File: src/rtl/swlrl_pkg.sv
// ----------------------------------------------------------------------------
// swlrl_pkg
// field widths, register map and controller/datapath handshake types
// ----------------------------------------------------------------------------
package swlrl_pkg;

   localparam int STAMP_W    = 48;
   localparam int SLOT_IN_W  = 6;
   localparam int WINDOW_W   = 32;
   localparam int LIMIT_W    = 5;
   localparam int LIVE_W     = 5;
   localparam int CSR_IDX_W  = 1;
   localparam int CSR_DATA_W = 32;

   localparam logic [CSR_IDX_W-1:0] REG_WINDOW_MS    = 1'd0;
   localparam logic [CSR_IDX_W-1:0] REG_MAX_REQUESTS = 1'd1;

   localparam logic [WINDOW_W-1:0] WINDOW_RESET = 32'd60000;
   localparam logic [LIMIT_W-1:0]  LIMIT_RESET  = 5'd10;

   // controller to datapath
   typedef struct packed {
      logic clear;   // zero one slot of the ring table
      logic accept;  // capture request word
      logic load;    // take ring head and count from table
      logic pop;     // drop the head stamp
      logic decide;  // append / refuse, write back, load result
   } swlrl_cmd_type;

   // datapath to controller
   typedef struct packed {
      logic slot_ok;
      logic clear_done;
      logic cnt_zero;
      logic expired;
   } swlrl_sts_type;

endpackage

File: src/rtl/swlrl_ctrl.sv
// ----------------------------------------------------------------------------
// swlrl_ctrl
// sequencer: table clear, ring load, expiry loop, decision and result hold
// ----------------------------------------------------------------------------
module swlrl_ctrl import swlrl_pkg::*; (
   input  logic          clock,
   input  logic          reset,
   input  logic          req_valid,
   output logic          req_ready,
   output logic          rsp_valid,
   input  logic          rsp_ready,
   input  swlrl_sts_type sts,
   output swlrl_cmd_type cmd
);

   localparam logic [2:0] S_CLEAR  = 3'd0;
   localparam logic [2:0] S_IDLE   = 3'd1;
   localparam logic [2:0] S_LOAD   = 3'd2;
   localparam logic [2:0] S_EXPIRE = 3'd3;
   localparam logic [2:0] S_DECIDE = 3'd4;

   logic [2:0] state_ff, state_in;
   logic       rsp_valid_ff, rsp_valid_in;
   logic       out_free;

   assign out_free  = !rsp_valid_ff || rsp_ready;
   assign req_ready = (state_ff == S_IDLE);
   assign rsp_valid = rsp_valid_ff;

   always_comb begin
      state_in   = state_ff;
      cmd        = '0;
      case (state_ff)
         S_CLEAR: begin
            cmd.clear = 1'b1;
            if (sts.clear_done) state_in = S_IDLE;
         end
         S_IDLE: begin
            if (req_valid) begin
               cmd.accept = 1'b1;
               state_in   = sts.slot_ok ? S_LOAD : S_DECIDE;
            end
         end
         S_LOAD: begin
            cmd.load = 1'b1;
            state_in = S_EXPIRE;
         end
         S_EXPIRE: begin
            if (sts.cnt_zero || !sts.expired) begin
               state_in = S_DECIDE;
            end else begin
               cmd.pop = 1'b1;
            end
         end
         S_DECIDE: begin
            // hold here while the previous result is still waiting
            if (out_free) begin
               cmd.decide = 1'b1;
               state_in   = S_IDLE;
            end
         end
         default: state_in = S_IDLE;
      endcase
   end

   always_comb begin
      rsp_valid_in = rsp_valid_ff;
      if (rsp_valid_ff && rsp_ready) rsp_valid_in = 1'b0;
      if (cmd.decide) rsp_valid_in = 1'b1;
   end

   always_ff @(posedge clock) begin
      if (reset) begin
         state_ff     <= S_CLEAR;
         rsp_valid_ff <= 1'b0;
      end else begin
         state_ff     <= state_in;
         rsp_valid_ff <= rsp_valid_in;
      end
   end

endmodule

File: config.mk
export PLATFORM = sky130hd
export DESIGN_NAME = swlrl_ctrl
export DESIGN_NICKNAME = d
export VERILOG_FILES = /design/src/rtl/swlrl_pkg.sv /design/src/rtl/swlrl_ctrl.sv
export SDC_FILE = /design/constraint.sdc
export NUM_CORES = 1
export LEC_CHECK = 0
export BUFFER_PORTS_ARGS = -buffer_cell sky130_fd_sc_hd__buf_2
export CORE_AREA = 2 2 39 41
export DETAILED_ROUTE_END_ITERATION = 16
export DIE_AREA = 0 0 41 43
export GPL_TIMING_DRIVEN = 0
export PLACE_DENSITY = 0.48
export SLEW_MARGIN = 20
export SYNTH_ARGS = -nofsm -noshare
export SYNTH_HDL_FRONTEND = slang
export SYNTH_SLANG_ARGS = --single-unit
File: constraint.sdc
create_clock -name clock -period 1.17 [get_ports clock]
set_clock_uncertainty 0.05 [all_clocks]
set_input_delay 0.0585 -clock clock [delete_from_list [all_inputs] [get_ports clock]]
set_output_delay 0.0585 -clock clock [all_outputs]
set_load 0.1 [all_outputs]
==> run summary <==
Outcome = finished with violations
Failing checks = negative setup slack
Vias per cell = 4.20
GP Congestion = 0.639
Crit. End Element = primary output
Leak pwr = 0.227 nW
Dpl cells = 60
Slowest cell on the critical path = dfxtp_4
Input/output buffers = 14
Largest delay share family, worst path = flip-flops
Mean post-synth cell area = 8.80 um^2
Hold path endpoint = state_ff[1]
Largest net degree at the start of global routing = 9
MaxCap Viol Count = 0
Design area = 567 um^2
Reg-to-Reg Start = state_ff[1]
Critical path class = reg2out
Seq/Total Area, Yosys = 30.3%
Mapped Area = 264 um^2
Hold_ws = 0.0421 ns
Ant. Diodes = 0
Synth-to-layout area growth = 115%
Setup TNS Final = -0.286 ns
Data arrival, critical path = 1.14 ns
Vias in the first global route = 300
Final ANT Viol Nets = 0
Die X = 41 um
Number of I/O pins = 15
Mapped Nets = 38
Post-synth ARST share = 0%
Clock slew at the register clock pins of the worst setup and hold paths = 0.04 ns
Drt wl/cell = 11.0 um
Rel. slew slack = 68.1%
RSZ-0062 raised after global routing = yes
Critical path peak fanout = 8
Fin cells = 66
Most frequent cells in the layout = 8 x buf_2, 6 x buf_12, 4 x dfxtp_4
Hold Crit Depth = 3
Synth warn = 0
Number of synthesized flops with an enable pin = 0
Req. time, crit path = 1.06 ns
Hpwl dp = 514 um
Hold Path Origin = sts[3]
Clk_lat worst skew = 0.24 ns
DRC viols = 0
Fin crit period = 1.25 ns
Final Max Slew Viols = 0
Max Fclk = 798 MHz
Final setup viols = 7
DR iter-0 viols = 5
CTS H-tree lvls = 1
Final worst-path cycle share = 107%
Starting density of the core = 19.1%
CTS root buffer = clkbuf_4
RR Endpoint = state_ff[0]
Post-synth top flop = dfxtp_1
WP buf/inv = 1
Die area = 1760 um^2
Worst-path cell chain = and4bb_4 > buf_12
Pwr dens = 1080 nW/um^2
Clock buffer depth = 2
Setup slack, reg-to-reg = -0.06 ns
Core Area = 1380 um^2
Crit start category = flop
Commonest non-fill, non-tap cell in the layout = buf_2
GR Util All Layers = 10.3%
CTS tree = yes
Seq cells post-synth = 4
WL final = 724 um
Placed instance area = 417 um^2
Peak supply drop = 0.000542 V
Total global routing overflow = 0
Layout cells sized above 1 = 76.0%
Worst hold path class = in2reg
Drt pass-1 iters = 2
Worst Max-Slew Pin Slew = 0.482 ns
Clk sinks = 4
Initial antenna violation count = 0
Unique masters post-synth = 18
Syn Inst Count = 30
First-pass GRT wire length = 1.21 mm
Fill cell count = 142
Num rows = 14
Worst R2R Path Depth = 3
Post-route setup slack = -0.0834 ns
Fin nets = 59
Hold Vio Cnt, Final = 0
Vias = 277
DP Worst Slack = -0.145 ns
Die H = 43 um
Max incr delay on CP = 0.37 ns
Num CTS Buffers = 3
-- cells in the mapped netlist (2+ instances only) --
master    n  area (um^2)
dfxtp_1   4         80.1
nor2_1    4         15.0
a21oi_1   2         10.0
buf_4     2         15.0
inv_1     2         7.51
nand2_1   2         7.51
nand2b_1  2         12.5
nor3_1    2         10.0
-- cells by family (layout without fill, tap and decap cells) --
logic type	after synthesis	after routing	share of synthesized area, %
AO/OA/AOI/OAI	6	6	20.4
buffers and inverters	4	24	8.53
flip-flops	4	4	30.3
multiplexers	1	1	4.27
AND/OR/NAND/NOR	15	15	36.5
-- metal layers --
metal  up-vias  wire [um]  share of wire, %  track usage (%)
li1        145          -                 -                -
met1       120        324                45             13.1
met2        12        347                48             14.1
met3         0         52               7.2             5.76
met4         0          0                 0             4.00
met5         -          0                 0                0
-- metrics by stage --
stage | util [%] | total power [mW]
2_1_floorplan | - | 0.332
3_3_place_gp | 30.1 | 0.368
3_5_place_dp | 30.1 | 0.368
4_1_cts | 41.0 | 0.630
5_1_grt | 41.0 | 0.650
6_report | 41.0 | 0.614
-- flip-flops by register name, indices dropped and copies added, names as in the netlist --
register   flops
rsp_valid      1
state_ff       3
-- area by class of cell --
class / count / area, um^2 / area share [%]
Sequential cell: 4 / 95.1 / 16.8
Multi-Input combinational cell: 22 / 223 / 39.3
Tap cell: 16 / 20.0 / 3.53
Clock buffer: 4 / 26.3 / 4.64
Inverter: 2 / 10.0 / 1.77
Timing Repair Buffer: 18 / 193 / 34.0
-- power by group --
group / internal [mW] / switching (mW)
clock: 0.128 / 0.0596
sequential: 0.140 / 0.0226
combinational: 0.110 / 0.153
total: 0.379 / 0.235
-- worst max-delay path by stage --
stage	start	endpoint	depth (start not counted)
final	state_ff[1]	cmd[3]	2
after global routing	state_ff[1]	cmd[1]	3
after detailed placement	state_ff[1]	cmd[0]	5
after CTS	state_ff[1]	state_ff[0]	4
after floorplan	state_ff[1]	cmd[2]	3
after global placement	state_ff[1]	cmd[0]	5
-- what timing repair did --
item / CTS / global route
setup buffers: 1 / 2
pin swaps: 6 / 4
hold buffers: 1 / 0
gates cloned: 0 / 0
endpoints found under the hold margin: 1 / 0
setup endpoints to repair: 8 / 8
resized for setup: 29 / 2
-- worst min-delay path, cell delays in order --
cell and delay [ns]:
buf_2 0.10, nand2_1 0.05, a21oi_1 0.06
(Power assumes the default switching activity.)
